## config.mk

```make
export PLATFORM = sky130hd
export DESIGN_NAME = hysteresis_thermostat_filter_unit
export DESIGN_NICKNAME = d
export VERILOG_FILES = /design/src/hdl/htf_pkg.sv /design/src/hdl/htf_regs.sv /design/src/hdl/htf_serial_div.sv /design/src/hdl/htf_window.sv /design/src/hdl/hysteresis_thermostat_filter_unit.sv
export SDC_FILE = /design/constraint.sdc
export NUM_CORES = 1
export LEC_CHECK = 0
export BUFFER_PORTS_ARGS = -buffer_cell sky130_fd_sc_hd__buf_2
export CORE_MARGIN = 2
export CORE_UTILIZATION = 35
export CTS_CLUSTER_DIAMETER = 120
export CTS_CLUSTER_SIZE = 16
export DETAILED_ROUTE_END_ITERATION = 8
export PLACE_DENSITY_LB_ADDON = 0.1
export SLEW_MARGIN = 20
export SYNTH_ARGS = -nofsm -noshare
export SYNTH_HDL_FRONTEND = slang
export SYNTH_SLANG_ARGS = --single-unit
```

## constraint.sdc

```tcl
create_clock -name aclk -period 3.65 [get_ports aclk]
set_clock_uncertainty 0.15 [all_clocks]
set_input_delay 0.365 -clock aclk [delete_from_list [all_inputs] [get_ports aclk]]
set_output_delay 0.365 -clock aclk [all_outputs]
set_load 0.1 [all_outputs]
```

## src/hdl/htf_pkg.sv

```systemverilog
// Shared types and constants for the hysteresis thermostat filter.
// Holds the payload words, configuration record, register codes and state encodings.
// No dependencies; htf_regs, htf_window and the top level refer to it by scoped names.
package htf_pkg;

    // Field widths fixed by the interface
    localparam int SAMPLE_W = 10;
    localparam int LEVEL_W  = 14;
    localparam int MS_W     = 16;
    localparam int WCNT_W   = 4;
    localparam int PADDR_W  = 5;
    localparam int PDATA_W  = 32;

    // Value limits used to size accumulators
    localparam int SAMPLE_MAX = 1023;
    localparam int LEVEL_MAX  = 10230;

    // Configuration reset values
    localparam logic [LEVEL_W-1:0] START_LEVEL_RST  = 14'd250;
    localparam logic [LEVEL_W-1:0] STOP_LEVEL_RST   = 14'd300;
    localparam logic               COOL_MODE_RST    = 1'b0;
    localparam logic               AVG_ENABLE_RST   = 1'b1;
    localparam logic [WCNT_W-1:0]  WINDOW_COUNT_RST = 4'd5;
    localparam logic [MS_W-1:0]    GAP_LIMIT_RST    = 16'd5000;

    typedef struct packed {
        logic [SAMPLE_W-1:0] adc_sample;
        logic                settle;
        logic [MS_W-1:0]     elapsed_ms;
    } in_word_t;

    typedef struct packed {
        logic [LEVEL_W-1:0] filtered_level;
        logic               running;
        logic               changed;
    } out_word_t;

    typedef struct packed {
        logic [LEVEL_W-1:0] start_level;
        logic [LEVEL_W-1:0] stop_level;
        logic               cool_mode;
        logic               average_enable;
        logic [WCNT_W-1:0]  window_count;
        logic [MS_W-1:0]    gap_limit_ms;
    } cfg_t;

    typedef enum logic [2:0] {
        REG_START_LEVEL  = 3'd0,
        REG_STOP_LEVEL   = 3'd1,
        REG_COOL_MODE    = 3'd2,
        REG_AVG_ENABLE   = 3'd3,
        REG_WINDOW_COUNT = 3'd4,
        REG_GAP_LIMIT    = 3'd5
    } reg_idx_t;

    // Main sequencer
    typedef enum logic [2:0] {
        ST_IDLE,
        ST_SCALE,
        ST_SCALE_WAIT,
        ST_WIN,
        ST_WIN_WAIT,
        ST_MEAN,
        ST_MEAN_WAIT,
        ST_DECIDE
    } state_t;

    // Window update sequencer
    typedef enum logic [2:0] {
        W_IDLE,
        W_CHECK,
        W_SUB,
        W_INSERT
    } win_state_t;

endpackage

```

## src/hdl/htf_regs.sv

```systemverilog
// Configuration register file on an APB-style slave port.
// Uses htf_pkg for the register record, codes and reset values.
// Writes land at the access phase; reads return the stored value zero-extended.
module htf_regs (
    input  logic                          aclk,
    input  logic                          aresetn,
    input  logic                          psel,
    input  logic                          penable,
    input  logic                          pwrite,
    input  logic [htf_pkg::PADDR_W-1:0]   paddr,
    input  logic [htf_pkg::PDATA_W-1:0]   pwdata,
    output logic [htf_pkg::PDATA_W-1:0]   prdata,
    output logic                          pready,
    output htf_pkg::cfg_t                 cfg
);

    htf_pkg::cfg_t     cfg_reg;
    htf_pkg::cfg_t     cfg_next;
    htf_pkg::reg_idx_t idx;
    logic              wr_en;

    assign idx    = htf_pkg::reg_idx_t'(paddr[htf_pkg::PADDR_W-1:2]);
    assign wr_en  = psel & penable & pwrite;
    assign pready = 1'b1;
    assign cfg    = cfg_reg;

    // Decode the write word into the addressed field
    always_comb begin
        cfg_next = cfg_reg;
        if (wr_en) begin
            unique case (idx)
                htf_pkg::REG_START_LEVEL:  cfg_next.start_level =
                                               pwdata[htf_pkg::LEVEL_W-1:0];
                htf_pkg::REG_STOP_LEVEL:   cfg_next.stop_level =
                                               pwdata[htf_pkg::LEVEL_W-1:0];
                htf_pkg::REG_COOL_MODE:    cfg_next.cool_mode = pwdata[0];
                htf_pkg::REG_AVG_ENABLE:   cfg_next.average_enable = pwdata[0];
                htf_pkg::REG_WINDOW_COUNT: cfg_next.window_count =
                                               pwdata[htf_pkg::WCNT_W-1:0];
                htf_pkg::REG_GAP_LIMIT:    cfg_next.gap_limit_ms =
                                               pwdata[htf_pkg::MS_W-1:0];
                default: ;
            endcase
        end
    end

    always_ff @(posedge aclk) begin
        if (!aresetn) begin
            cfg_reg.start_level    <= htf_pkg::START_LEVEL_RST;
            cfg_reg.stop_level     <= htf_pkg::STOP_LEVEL_RST;
            cfg_reg.cool_mode      <= htf_pkg::COOL_MODE_RST;
            cfg_reg.average_enable <= htf_pkg::AVG_ENABLE_RST;
            cfg_reg.window_count   <= htf_pkg::WINDOW_COUNT_RST;
            cfg_reg.gap_limit_ms   <= htf_pkg::GAP_LIMIT_RST;
        end else begin
            cfg_reg <= cfg_next;
        end
    end

    // Read back the addressed register
    always_comb begin
        unique case (idx)
            htf_pkg::REG_START_LEVEL:  prdata = htf_pkg::PDATA_W'(cfg_reg.start_level);
            htf_pkg::REG_STOP_LEVEL:   prdata = htf_pkg::PDATA_W'(cfg_reg.stop_level);
            htf_pkg::REG_COOL_MODE:    prdata = htf_pkg::PDATA_W'(cfg_reg.cool_mode);
            htf_pkg::REG_AVG_ENABLE:   prdata = htf_pkg::PDATA_W'(cfg_reg.average_enable);
            htf_pkg::REG_WINDOW_COUNT: prdata = htf_pkg::PDATA_W'(cfg_reg.window_count);
            htf_pkg::REG_GAP_LIMIT:    prdata = htf_pkg::PDATA_W'(cfg_reg.gap_limit_ms);
            default:                   prdata = '0;
        endcase
    end

endmodule

```

## src/hdl/htf_serial_div.sv

```systemverilog
// Bit-serial restoring divider: one quotient bit per cycle through a shift register.
// Shared for the burst scaling and the window mean; no package dependency.
// A start pulse loads the operands; done pulses once the quotient is complete.
module htf_serial_div #(
    parameter int DIVIDEND_W = 18,
    parameter int DIVISOR_W  = 5
) (
    input  logic                  aclk,
    input  logic                  aresetn,
    input  logic                  start,
    input  logic [DIVIDEND_W-1:0] dividend,
    input  logic [DIVISOR_W-1:0]  divisor,
    output logic                  done,
    output logic [DIVIDEND_W-1:0] quotient
);

    localparam int CNT_W = $clog2(DIVIDEND_W + 1);

    logic                  busy_reg,  busy_next;
    logic                  done_reg,  done_next;
    logic [CNT_W-1:0]      count_reg, count_next;
    logic [DIVIDEND_W-1:0] dvd_reg,   dvd_next;
    logic [DIVISOR_W-1:0]  rem_reg,   rem_next;
    logic [DIVISOR_W-1:0]  dvs_reg,   dvs_next;
    logic [DIVISOR_W:0]    trial;
    logic [DIVISOR_W:0]    diff;
    logic                  fits;

    // Shift the next dividend bit into the partial remainder and try a subtract
    assign trial = {rem_reg, dvd_reg[DIVIDEND_W-1]};
    assign diff  = trial - {1'b0, dvs_reg};
    assign fits  = trial >= {1'b0, dvs_reg};

    always_comb begin
        busy_next  = busy_reg;
        done_next  = 1'b0;
        count_next = count_reg;
        dvd_next   = dvd_reg;
        rem_next   = rem_reg;
        dvs_next   = dvs_reg;
        if (start) begin
            busy_next  = 1'b1;
            count_next = '0;
            dvd_next   = dividend;
            rem_next   = '0;
            dvs_next   = divisor;
        end else if (busy_reg) begin
            dvd_next   = {dvd_reg[DIVIDEND_W-2:0], fits};
            rem_next   = fits ? diff[DIVISOR_W-1:0] : trial[DIVISOR_W-1:0];
            count_next = count_reg + 1'b1;
            if (count_reg == CNT_W'(DIVIDEND_W - 1)) begin
                busy_next = 1'b0;
                done_next = 1'b1;
            end
        end
    end

    always_ff @(posedge aclk) begin
        if (!aresetn) begin
            busy_reg <= 1'b0;
            done_reg <= 1'b0;
        end else begin
            busy_reg <= busy_next;
            done_reg <= done_next;
        end
    end

    // Datapath shift registers
    always_ff @(posedge aclk) begin
        count_reg <= count_next;
        dvd_reg   <= dvd_next;
        rem_reg   <= rem_next;
        dvs_reg   <= dvs_next;
    end

    assign done     = done_reg;
    assign quotient = dvd_reg;

endmodule

```

## src/hdl/htf_window.sv

```systemverilog
// Moving window of recent readings: circular store, fill count and running total.
// Uses htf_pkg for widths and the sequencer encoding.
// Drops the oldest entries one at a time, each through a check and a subtract step, then inserts the new reading.
module htf_window #(
    parameter int WINDOW_DEPTH = 8,
    parameter int TOTAL_W      = 17,
    parameter int FILL_W       = 4
) (
    input  logic                          aclk,
    input  logic                          aresetn,
    input  logic                          start,
    input  logic [htf_pkg::LEVEL_W-1:0]   reading,
    input  logic [htf_pkg::WCNT_W-1:0]    count,
    output logic                          done,
    output logic [TOTAL_W-1:0]            total,
    output logic [FILL_W-1:0]             fill
);

    localparam int HEAD_W = (WINDOW_DEPTH > 1) ? $clog2(WINDOW_DEPTH) : 1;
    localparam int EXT_W  = FILL_W + 1;

    htf_pkg::win_state_t state_reg, state_next;

    logic [FILL_W-1:0]           n_reg,       n_next;
    logic [htf_pkg::LEVEL_W-1:0] reading_reg, reading_next;
    logic [HEAD_W-1:0]           head_reg,    head_next;
    logic [FILL_W-1:0]           fill_reg,    fill_next;
    logic [TOTAL_W-1:0]          total_reg,   total_next;
    logic [htf_pkg::LEVEL_W-1:0] rdata_reg;
    logic [htf_pkg::LEVEL_W-1:0] mem [WINDOW_DEPTH];

    logic              drop;
    logic              rd_en;
    logic              sub_en;
    logic              ins_en;
    logic [EXT_W-1:0]  head_e;
    logic [EXT_W-1:0]  fill_e;
    logic [EXT_W-1:0]  old_e;
    logic [HEAD_W-1:0] old_idx;

    assign drop = fill_reg >= n_reg;

    // Locate the oldest entry behind the write pointer
    assign head_e  = EXT_W'(head_reg);
    assign fill_e  = EXT_W'(fill_reg);
    assign old_e   = (head_e >= fill_e) ? (head_e - fill_e)
                                        : (head_e + EXT_W'(WINDOW_DEPTH) - fill_e);
    assign old_idx = HEAD_W'(old_e);

    // Next state
    always_comb begin
        state_next = state_reg;
        unique case (state_reg)
            htf_pkg::W_IDLE:   if (start) state_next = htf_pkg::W_CHECK;
            htf_pkg::W_CHECK:  state_next = drop ? htf_pkg::W_SUB : htf_pkg::W_INSERT;
            htf_pkg::W_SUB:    state_next = htf_pkg::W_CHECK;
            htf_pkg::W_INSERT: state_next = htf_pkg::W_IDLE;
            default:           state_next = htf_pkg::W_IDLE;
        endcase
    end

    // Sequencer outputs
    always_comb begin
        rd_en  = 1'b0;
        sub_en = 1'b0;
        ins_en = 1'b0;
        unique case (state_reg)
            htf_pkg::W_CHECK:  rd_en  = drop;
            htf_pkg::W_SUB:    sub_en = 1'b1;
            htf_pkg::W_INSERT: ins_en = 1'b1;
            default: ;
        endcase
    end

    // Latch the request, clamp the window length to 1..WINDOW_DEPTH
    always_comb begin
        n_next       = n_reg;
        reading_next = reading_reg;
        if (start) begin
            reading_next = reading;
            if (count == '0) begin
                n_next = FILL_W'(1);
            end else if (int'(count) > WINDOW_DEPTH) begin
                n_next = FILL_W'(WINDOW_DEPTH);
            end else begin
                n_next = FILL_W'(count);
            end
        end
    end

    // Drop the oldest entry or insert the new one
    always_comb begin
        head_next  = head_reg;
        fill_next  = fill_reg;
        total_next = total_reg;
        if (sub_en) begin
            fill_next  = fill_reg - 1'b1;
            total_next = total_reg - TOTAL_W'(rdata_reg);
        end else if (ins_en) begin
            fill_next  = fill_reg + 1'b1;
            total_next = total_reg + TOTAL_W'(reading_reg);
            head_next  = (head_reg == HEAD_W'(WINDOW_DEPTH - 1)) ? '0 : head_reg + 1'b1;
        end
    end

    always_ff @(posedge aclk) begin
        if (!aresetn) begin
            state_reg <= htf_pkg::W_IDLE;
            head_reg  <= '0;
            fill_reg  <= '0;
            total_reg <= '0;
        end else begin
            state_reg <= state_next;
            head_reg  <= head_next;
            fill_reg  <= fill_next;
            total_reg <= total_next;
        end
    end

    always_ff @(posedge aclk) begin
        n_reg       <= n_next;
        reading_reg <= reading_next;
    end

    // Window store: one write port, one registered read port
    always_ff @(posedge aclk) begin
        if (ins_en) begin
            mem[head_reg] <= reading_reg;
        end
        if (rd_en) begin
            rdata_reg <= mem[old_idx];
        end
    end

    assign done  = ins_en;
    assign total = total_reg;
    assign fill  = fill_reg;

    a_fill_bound: assert property (@(posedge aclk) disable iff (!aresetn)
        int'(fill_reg) <= WINDOW_DEPTH)
        else $error("window fill beyond depth");

    a_fill_after_insert: assert property (@(posedge aclk) disable iff (!aresetn)
        ins_en |=> (fill_reg != '0) && (fill_reg <= n_reg))
        else $error("window fill does not match the requested length");

    a_start_idle: assert property (@(posedge aclk) disable iff (!aresetn)
        start |-> state_reg == htf_pkg::W_IDLE)
        else $error("window update requested while busy");

endmodule

```

## src/hdl/hysteresis_thermostat_filter_unit.sv

```systemverilog
// Top level of the hysteresis thermostat filter: burst accumulation, scaling,
// moving window mean and the run/stop hysteresis decision.
// Depends on htf_pkg, htf_regs, htf_serial_div and htf_window.
//
//  Port group    Dir   Handshake            Word
//  s_*           in    s_valid / s_ready    htf_pkg::in_word_t  (one ADC sample)
//  m_*           out   m_valid / m_ready    htf_pkg::out_word_t (one decision)
//  APB           in    psel/penable/pready  32-bit register write/read
//
// A settle or non-final sample is taken without leaving the idle state. The last
// sample of a burst runs the bit-serial divider to scale the sum, then, when
// averaging is selected, the window update and the divider again for the mean.
// Reset is synchronous, active low; the window store needs no clearing pass.
// The result sits in an output register, so the next burst starts while it
// waits; only a second result held back by m_ready stalls the sequencer.
module hysteresis_thermostat_filter_unit #(
    parameter int WINDOW_DEPTH = 8,
    parameter int BURST_LEN    = 10
) (
    input  logic                          aclk,
    input  logic                          aresetn,
    input  logic                          s_valid,
    output logic                          s_ready,
    input  htf_pkg::in_word_t             s_payload,
    output logic                          m_valid,
    input  logic                          m_ready,
    output htf_pkg::out_word_t            m_payload,
    input  logic                          psel,
    input  logic                          penable,
    input  logic                          pwrite,
    input  logic [htf_pkg::PADDR_W-1:0]   paddr,
    input  logic [htf_pkg::PDATA_W-1:0]   pwdata,
    output logic [htf_pkg::PDATA_W-1:0]   prdata,
    output logic                          pready
);

    localparam int SUM_W   = $clog2(BURST_LEN * htf_pkg::SAMPLE_MAX + 1);
    localparam int CNT_W   = $clog2(BURST_LEN + 1);
    localparam int PROD_W  = SUM_W + 4;
    localparam int TOTAL_W = $clog2(WINDOW_DEPTH * htf_pkg::LEVEL_MAX + 1);
    localparam int FILL_W  = $clog2(WINDOW_DEPTH + 1);
    localparam int MEAN_W  = TOTAL_W + 1;
    localparam int DIV_W   = (PROD_W > MEAN_W) ? PROD_W : MEAN_W;
    localparam int DVS_MAX = (BURST_LEN > WINDOW_DEPTH) ? BURST_LEN : WINDOW_DEPTH;
    localparam int DVS_W   = $clog2(DVS_MAX + 1);

    htf_pkg::cfg_t  cfg;
    htf_pkg::state_t state_reg, state_next;

    logic [SUM_W-1:0]            burst_sum_reg,   burst_sum_next;
    logic [CNT_W-1:0]            burst_count_reg, burst_count_next;
    logic                        avg_sel_reg,     avg_sel_next;
    logic [htf_pkg::LEVEL_W-1:0] level_reg,       level_next;
    logic                        run_reg,         run_next;
    logic                        m_valid_reg,     m_valid_next;
    htf_pkg::out_word_t          m_payload_reg,   m_payload_next;

    logic               s_accept;
    logic [SUM_W-1:0]   sum_add;
    logic [CNT_W-1:0]   cnt_inc;
    logic               last;
    logic               out_free;

    logic               div_start;
    logic               div_mean;
    logic               level_load;
    logic               win_start;
    logic               out_load;
    logic               flip;

    logic [DIV_W-1:0]   scale_dvd;
    logic [DIV_W-1:0]   mean_dvd;
    logic [DIV_W-1:0]   div_dividend;
    logic [DVS_W-1:0]   div_divisor;
    logic               div_done;
    logic [DIV_W-1:0]   div_quot;

    logic               win_done;
    logic [TOTAL_W-1:0] win_total;
    logic [FILL_W-1:0]  win_fill;

    htf_regs u_regs (
        .aclk    (aclk),
        .aresetn (aresetn),
        .psel    (psel),
        .penable (penable),
        .pwrite  (pwrite),
        .paddr   (paddr),
        .pwdata  (pwdata),
        .prdata  (prdata),
        .pready  (pready),
        .cfg     (cfg)
    );

    assign s_ready  = (state_reg == htf_pkg::ST_IDLE);
    assign s_accept = s_valid & s_ready;
    assign out_free = !m_valid_reg || m_ready;

    // Burst accumulation
    assign sum_add = burst_sum_reg + SUM_W'(s_payload.adc_sample);
    assign cnt_inc = burst_count_reg + 1'b1;
    assign last    = (cnt_inc == CNT_W'(BURST_LEN));

    // Next state
    always_comb begin
        state_next = state_reg;
        unique case (state_reg)
            htf_pkg::ST_IDLE:
                if (s_accept && !s_payload.settle && last) state_next = htf_pkg::ST_SCALE;
            htf_pkg::ST_SCALE:      state_next = htf_pkg::ST_SCALE_WAIT;
            htf_pkg::ST_SCALE_WAIT:
                if (div_done) state_next = avg_sel_reg ? htf_pkg::ST_WIN : htf_pkg::ST_DECIDE;
            htf_pkg::ST_WIN:        state_next = htf_pkg::ST_WIN_WAIT;
            htf_pkg::ST_WIN_WAIT:   if (win_done) state_next = htf_pkg::ST_MEAN;
            htf_pkg::ST_MEAN:       state_next = htf_pkg::ST_MEAN_WAIT;
            htf_pkg::ST_MEAN_WAIT:  if (div_done) state_next = htf_pkg::ST_DECIDE;
            htf_pkg::ST_DECIDE:     if (out_free) state_next = htf_pkg::ST_IDLE;
            default:                state_next = htf_pkg::ST_IDLE;
        endcase
    end

    // Sequencer outputs
    always_comb begin
        div_start  = 1'b0;
        div_mean   = 1'b0;
        level_load = 1'b0;
        win_start  = 1'b0;
        out_load   = 1'b0;
        unique case (state_reg)
            htf_pkg::ST_SCALE:      div_start = 1'b1;
            htf_pkg::ST_SCALE_WAIT: level_load = div_done;
            htf_pkg::ST_WIN:        win_start = 1'b1;
            htf_pkg::ST_MEAN: begin
                div_start = 1'b1;
                div_mean  = 1'b1;
            end
            htf_pkg::ST_MEAN_WAIT:  level_load = div_done;
            htf_pkg::ST_DECIDE:     out_load = out_free;
            default: ;
        endcase
    end

    // Scale to tenths: sum*10 as (sum<<3)+(sum<<1), then divide by the burst length
    assign scale_dvd = (DIV_W'(burst_sum_reg) << 3) + (DIV_W'(burst_sum_reg) << 1);
    // Window mean rounds half up: (total + fill/2) / fill
    assign mean_dvd  = DIV_W'(win_total) + DIV_W'(win_fill >> 1);

    assign div_dividend = div_mean ? mean_dvd : scale_dvd;
    assign div_divisor  = div_mean ? DVS_W'(win_fill) : DVS_W'(BURST_LEN);

    htf_serial_div #(
        .DIVIDEND_W (DIV_W),
        .DIVISOR_W  (DVS_W)
    ) u_div (
        .aclk     (aclk),
        .aresetn  (aresetn),
        .start    (div_start),
        .dividend (div_dividend),
        .divisor  (div_divisor),
        .done     (div_done),
        .quotient (div_quot)
    );

    htf_window #(
        .WINDOW_DEPTH (WINDOW_DEPTH),
        .TOTAL_W      (TOTAL_W),
        .FILL_W       (FILL_W)
    ) u_window (
        .aclk    (aclk),
        .aresetn (aresetn),
        .start   (win_start),
        .reading (level_reg),
        .count   (cfg.window_count),
        .done    (win_done),
        .total   (win_total),
        .fill    (win_fill)
    );

    // Hold the burst, restart it on a settle word, clear it once scaling starts
    always_comb begin
        burst_sum_next   = burst_sum_reg;
        burst_count_next = burst_count_reg;
        avg_sel_next     = avg_sel_reg;
        if (s_accept) begin
            if (s_payload.settle) begin
                burst_sum_next   = '0;
                burst_count_next = '0;
            end else begin
                burst_sum_next   = sum_add;
                burst_count_next = last ? '0 : cnt_inc;
                if (last) begin
                    avg_sel_next = cfg.average_enable &&
                                   (s_payload.elapsed_ms <= cfg.gap_limit_ms);
                end
            end
        end else if (div_start && !div_mean) begin
            burst_sum_next = '0;
        end
    end

    assign level_next = level_load ? htf_pkg::LEVEL_W'(div_quot) : level_reg;

    // Hysteresis: start or stop against the level for the current mode
    always_comb begin
        if (!run_reg) begin
            flip = cfg.cool_mode ? (level_reg >= cfg.start_level)
                                 : (level_reg <= cfg.start_level);
        end else begin
            flip = cfg.cool_mode ? (level_reg <= cfg.stop_level)
                                 : (level_reg >= cfg.stop_level);
        end
    end

    // Output register
    always_comb begin
        run_next       = run_reg;
        m_payload_next = m_payload_reg;
        m_valid_next   = m_valid_reg && !m_ready;
        if (out_load) begin
            run_next                      = run_reg ^ flip;
            m_payload_next.filtered_level = level_reg;
            m_payload_next.running        = run_reg ^ flip;
            m_payload_next.changed        = flip;
            m_valid_next                  = 1'b1;
        end
    end

    always_ff @(posedge aclk) begin
        if (!aresetn) begin
            state_reg       <= htf_pkg::ST_IDLE;
            burst_sum_reg   <= '0;
            burst_count_reg <= '0;
            run_reg         <= 1'b0;
            m_valid_reg     <= 1'b0;
        end else begin
            state_reg       <= state_next;
            burst_sum_reg   <= burst_sum_next;
            burst_count_reg <= burst_count_next;
            run_reg         <= run_next;
            m_valid_reg     <= m_valid_next;
        end
    end

    always_ff @(posedge aclk) begin
        avg_sel_reg   <= avg_sel_next;
        level_reg     <= level_next;
        m_payload_reg <= m_payload_next;
    end

    assign m_valid   = m_valid_reg;
    assign m_payload = m_payload_reg;

    a_result_from_decide: assert property (@(posedge aclk) disable iff (!aresetn)
        $rose(m_valid_reg) |-> $past(state_reg) == htf_pkg::ST_DECIDE)
        else $error("result word raised outside the decision step");

    a_running_tracks_flag: assert property (@(posedge aclk) disable iff (!aresetn)
        m_valid_reg |-> m_payload_reg.running == run_reg)
        else $error("pending result disagrees with the run flag");

    a_burst_count_bound: assert property (@(posedge aclk) disable iff (!aresetn)
        burst_count_reg < CNT_W'(BURST_LEN))
        else $error("burst count reached the burst length");

endmodule
```

==> results.tsv <==
stage	metric	value	unit
global_route	gr ovfl total	0	
finish	# diodes	0	
finish	area grow syn2layout	13.6	%
floorplanning	top-level I/O count	122	
sta	RSZ-0062 raised after global routing	yes	
sta	Final Hold Violating Endpoints	0	
drt	WL final	40900	microns
synth	synth top area cells	edfxtp_1 (37%), dfxtp_1 (14%), ha_1 (8.0%)	
pwr	Sw Ratio	24.7	%
sta	Period minus WS final	3.42	ns
clocking	clk slew on worst S/H paths	0.08	ns
floorplanning	Row Count	78	
sta	fin crit share	93.8	%
critical_path	critical path endpoint category	flip-flop	
global_route	Tot GR Track Use	17.4	%
drt	Via Count	11000	
sta	Worst-Margin Slew	1.01	ns
synth	EDFF count, synth	197	
clocking	later-pin clock latency in the skew report	0.57	ns
outcome	status	complete, no violations	
floorplanning	die height	218	microns
critical_path	family with the most delay on the worst path	simple AND/OR/NAND/NOR gates	
synth	Avg Cell Area, Syn	11.0	sq um
clocking	H-tree Lvls	1	
finish	Finished Cell Area	18300	sq um
critical_path	flop2flop setup slack	0.23	ns
drt	vias per std cell	5.01	
global_route	initial antenna violation count	0	
clocking	TritonCTS clock tree	built	
placed_design	dpl ws	0.138	ns
critical_path	CP bufs+invs	2	
critical_path	worst setup path class	reg2reg	
pwr	Clk network pwr share	36.9	%
flow_run	max-capacitance violation count	0	
sta	fmax	292	MHz
critical_path	CP Depth	16	
critical_path	max incr delay on CP	0.43	ns
clocking	Clock Tree Buf Depth	3	
critical_path	Worst Path Arrival	3.72	ns
finish	max reg flops	112	
sta	Setup-failing EPs final	0	
pwr	Logic pwr share	7.9	%
drt	router iterations before antenna repair	5	
finish	nets@finish	1756	
synth	post-synth design cell area	16100	sq um
placed_design	I/O Buffers	86	
placed_design	RD Place Congestion	0.838	
synth	Synth top cells by count	edfxtp_1 (197), nand2_1 (172), dfxtp_1 (110)	
drt	number of remaining DRC errors	0	
critical_path	crit path max fanout	4	
synth	Syn Inst Count	1458	
drt	ANT nets after route	0	
critical_path	R2R cell count	16	
floorplanning	Core Area	45400	sq um
drt	drt wl/cell	18.7	microns
floorplanning	initial core utilization	35.5	%
pwr	P_int	5.08	mW
global_route	first-pass GRT wire length	64200	microns
global_route	vias in the first global route	11000	
clocking	clock buffer count from CTS	23	
placed_design	Placed Area	17400	sq um
synth	asr flop ratio synth	0	%
synth	YS warnings	0	
pwr	VDD IR max	0.294	mV
critical_path	startpoint type of the worst setup path	flip-flop	
clocking	CTS Root Cell	clkbuf_16	
synth	Unique masters post-synth	70	
finish	share of cells above drive strength 1	14.6	%
synth	top-count cell post-synth	edfxtp_1	
sta	Slew HR	32.3	%
critical_path	Worst EP required	3.94	ns
pwr	power per standard cell area	369	nW/um^2
synth	sequential area share after synthesis	50.4	%
pwr	Lkg Pwr	6.95	nW
drt	initial DRC count	692	
sta	final worst slack	0.225	ns
synth	most area-hungry cell type in the Yosys netlist	edfxtp_1	
floorplanning	die area	47700	sq um
clocking	CTS sink cnt	307	
floorplanning	die width	218	microns
min_path	Hold Crit Class	in2reg	
pwr	P_sw	1.66	mW
sta	fin. max-slew vios	0	
synth	Yosys reg bits	307	
synth	Synth Flop Type	edfxtp_1	
min_path	Cells on Worst Hold Path	4	
pwr	sequential share of power	55.2	%
critical_path	Slowest-stage cell, CP	edfxtp_1	
global_route	largest net degree at the start of global routing	67	
synth	Yosys top cell area share	36.7	%
critical_path	CP Cell Sequence	or3_1 > nor2_1 > nor4b_2 > xor2_1 > nand2_1 > o21ai_2 > ha_1 > buf_4 > nand2_1 > nor2_1 > a211o_1 > o31ai_1 > buf_4 > o21ai_0 > xnor2_1 > o21ai_0	
placed_design	HPWL after DPL	29200	microns
sta	WHS	0.0799	ns
[routing by layer]
metal / track usage, % / share of wire [%]
met1: 24.7 / 48
met2: 28.5 / 47
met3: 1.92 / 3.5
met4: 3.92 / 1.7
met5: 0 / 0
[power by group through the flow]
| stage | combinational (mW) | clock [mW] | sequential (mW) |
|---|---|---|---|
| floorplan | 0.418 | 0 | 3.79 |
| global placement | 0.519 | 0 | 3.80 |
| detailed placement | 0.522 | 0 | 3.80 |
| CTS | 0.539 | 2.59 | 3.72 |
| global route | 0.592 | 2.70 | 3.73 |
| finish | 0.534 | 2.49 | 3.72 |
[path summary, 6_finish.rpt]
path,from,to
worst min register to register,u_div.rem_reg[3]$_SDFFE_PN0P_,u_div.rem_reg[3]$_SDFFE_PN0P_
worst max register to register,u_window.reading_reg[3]$_DFFE_PP_,u_window.total[13]$_SDFFE_PN0P_
worst max-delay path,u_window.reading_reg[3]$_DFFE_PP_,u_window.total[13]$_SDFFE_PN0P_
worst min-delay path,s_payload[17],burst_sum_reg[0]$_SDFFE_PN0P_
[metrics by stage]
step / TNS (ns) / util (%) / power, mW / cells
CTS: 0 / 40.2 / 6.85 / 2190
global route: -0.00410 / 40.3 / 7.02 / 2192
global placement: 0 / 38.3 / 4.32 / 2131
floorplan: 0 / - / 4.21 / 1473
detailed placement: 0 / 38.3 / 4.32 / 2131
finish: 0 / 40.3 / 6.74 / 2192
[timing repair]
item / CTS / global route
resized for setup: 0 / 7
hold endpoints to repair: 50 / 0
hold buffers: 17 / 0
setup buffers: 0 / 2
endpoints found under the setup margin: 0 / 6
[tightest hold or removal path: stages]
cell	delay [ns]
buf_2	0.08
ha_1	0.13
a22oi_1	0.08
nor2b_1	0.10
[kinds of logic (layout without fill, tap and decap cells)]
logic type               after synthesis  after routing  synth area share, %
flip-flops                           307            307                 50.4
buffers and inverters                161            280                 4.50
AND/OR/NAND/NOR                      438            438                 12.9
adder cells (fa/ha/maj)              110            110                 8.87
multiplexers                          81             81                 7.67
XOR/XNOR                              66             66                 3.64
other                                  2             17               0.0466
AO/OA/AOI/OAI                        293            293                 11.9
[cell usage in the layout, fill, tap and decap left out, types with 11 or more instances in the layout]
| cell | count |
|---|---|
| edfxtp_1 | 197 |
| nand2_1 | 172 |
| dfxtp_1 | 110 |
| ha_1 | 102 |
| buf_2 | 86 |
| inv_1 | 83 |
| nor2_1 | 75 |
| o21ai_0 | 65 |
| a21oi_1 | 65 |
| buf_4 | 47 |
| nor2b_1 | 44 |
| xnor2_1 | 42 |
| a21boi_0 | 38 |
| mux2i_1 | 33 |
| nor3_1 | 29 |
| mux4_2 | 27 |
| a21o_1 | 25 |
| nand3_1 | 24 |
| xor2_1 | 23 |
| clkbuf_16 | 23 |
| o211ai_1 | 21 |
| mux2_2 | 17 |
| conb_1 | 17 |
| clkbuf_1 | 17 |
| dlygate4sd3_1 | 17 |
| nand4_1 | 14 |
| nand2b_1 | 13 |
| and2_1 | 12 |
| o21a_1 | 11 |
| and3_1 | 11 |
[area by class of cell]
cell class              instances  area [sq um]
clock buffers                  40           639
clock inverters                 2          36.3
fillers                      4492         27100
inverters                      84           315
multi-input cells            1005          7390
flip-flops and latches        307          8120
well taps                     600           751
repair buffers                154          1030
Note: power is estimated with default switching activity, not from simulation.
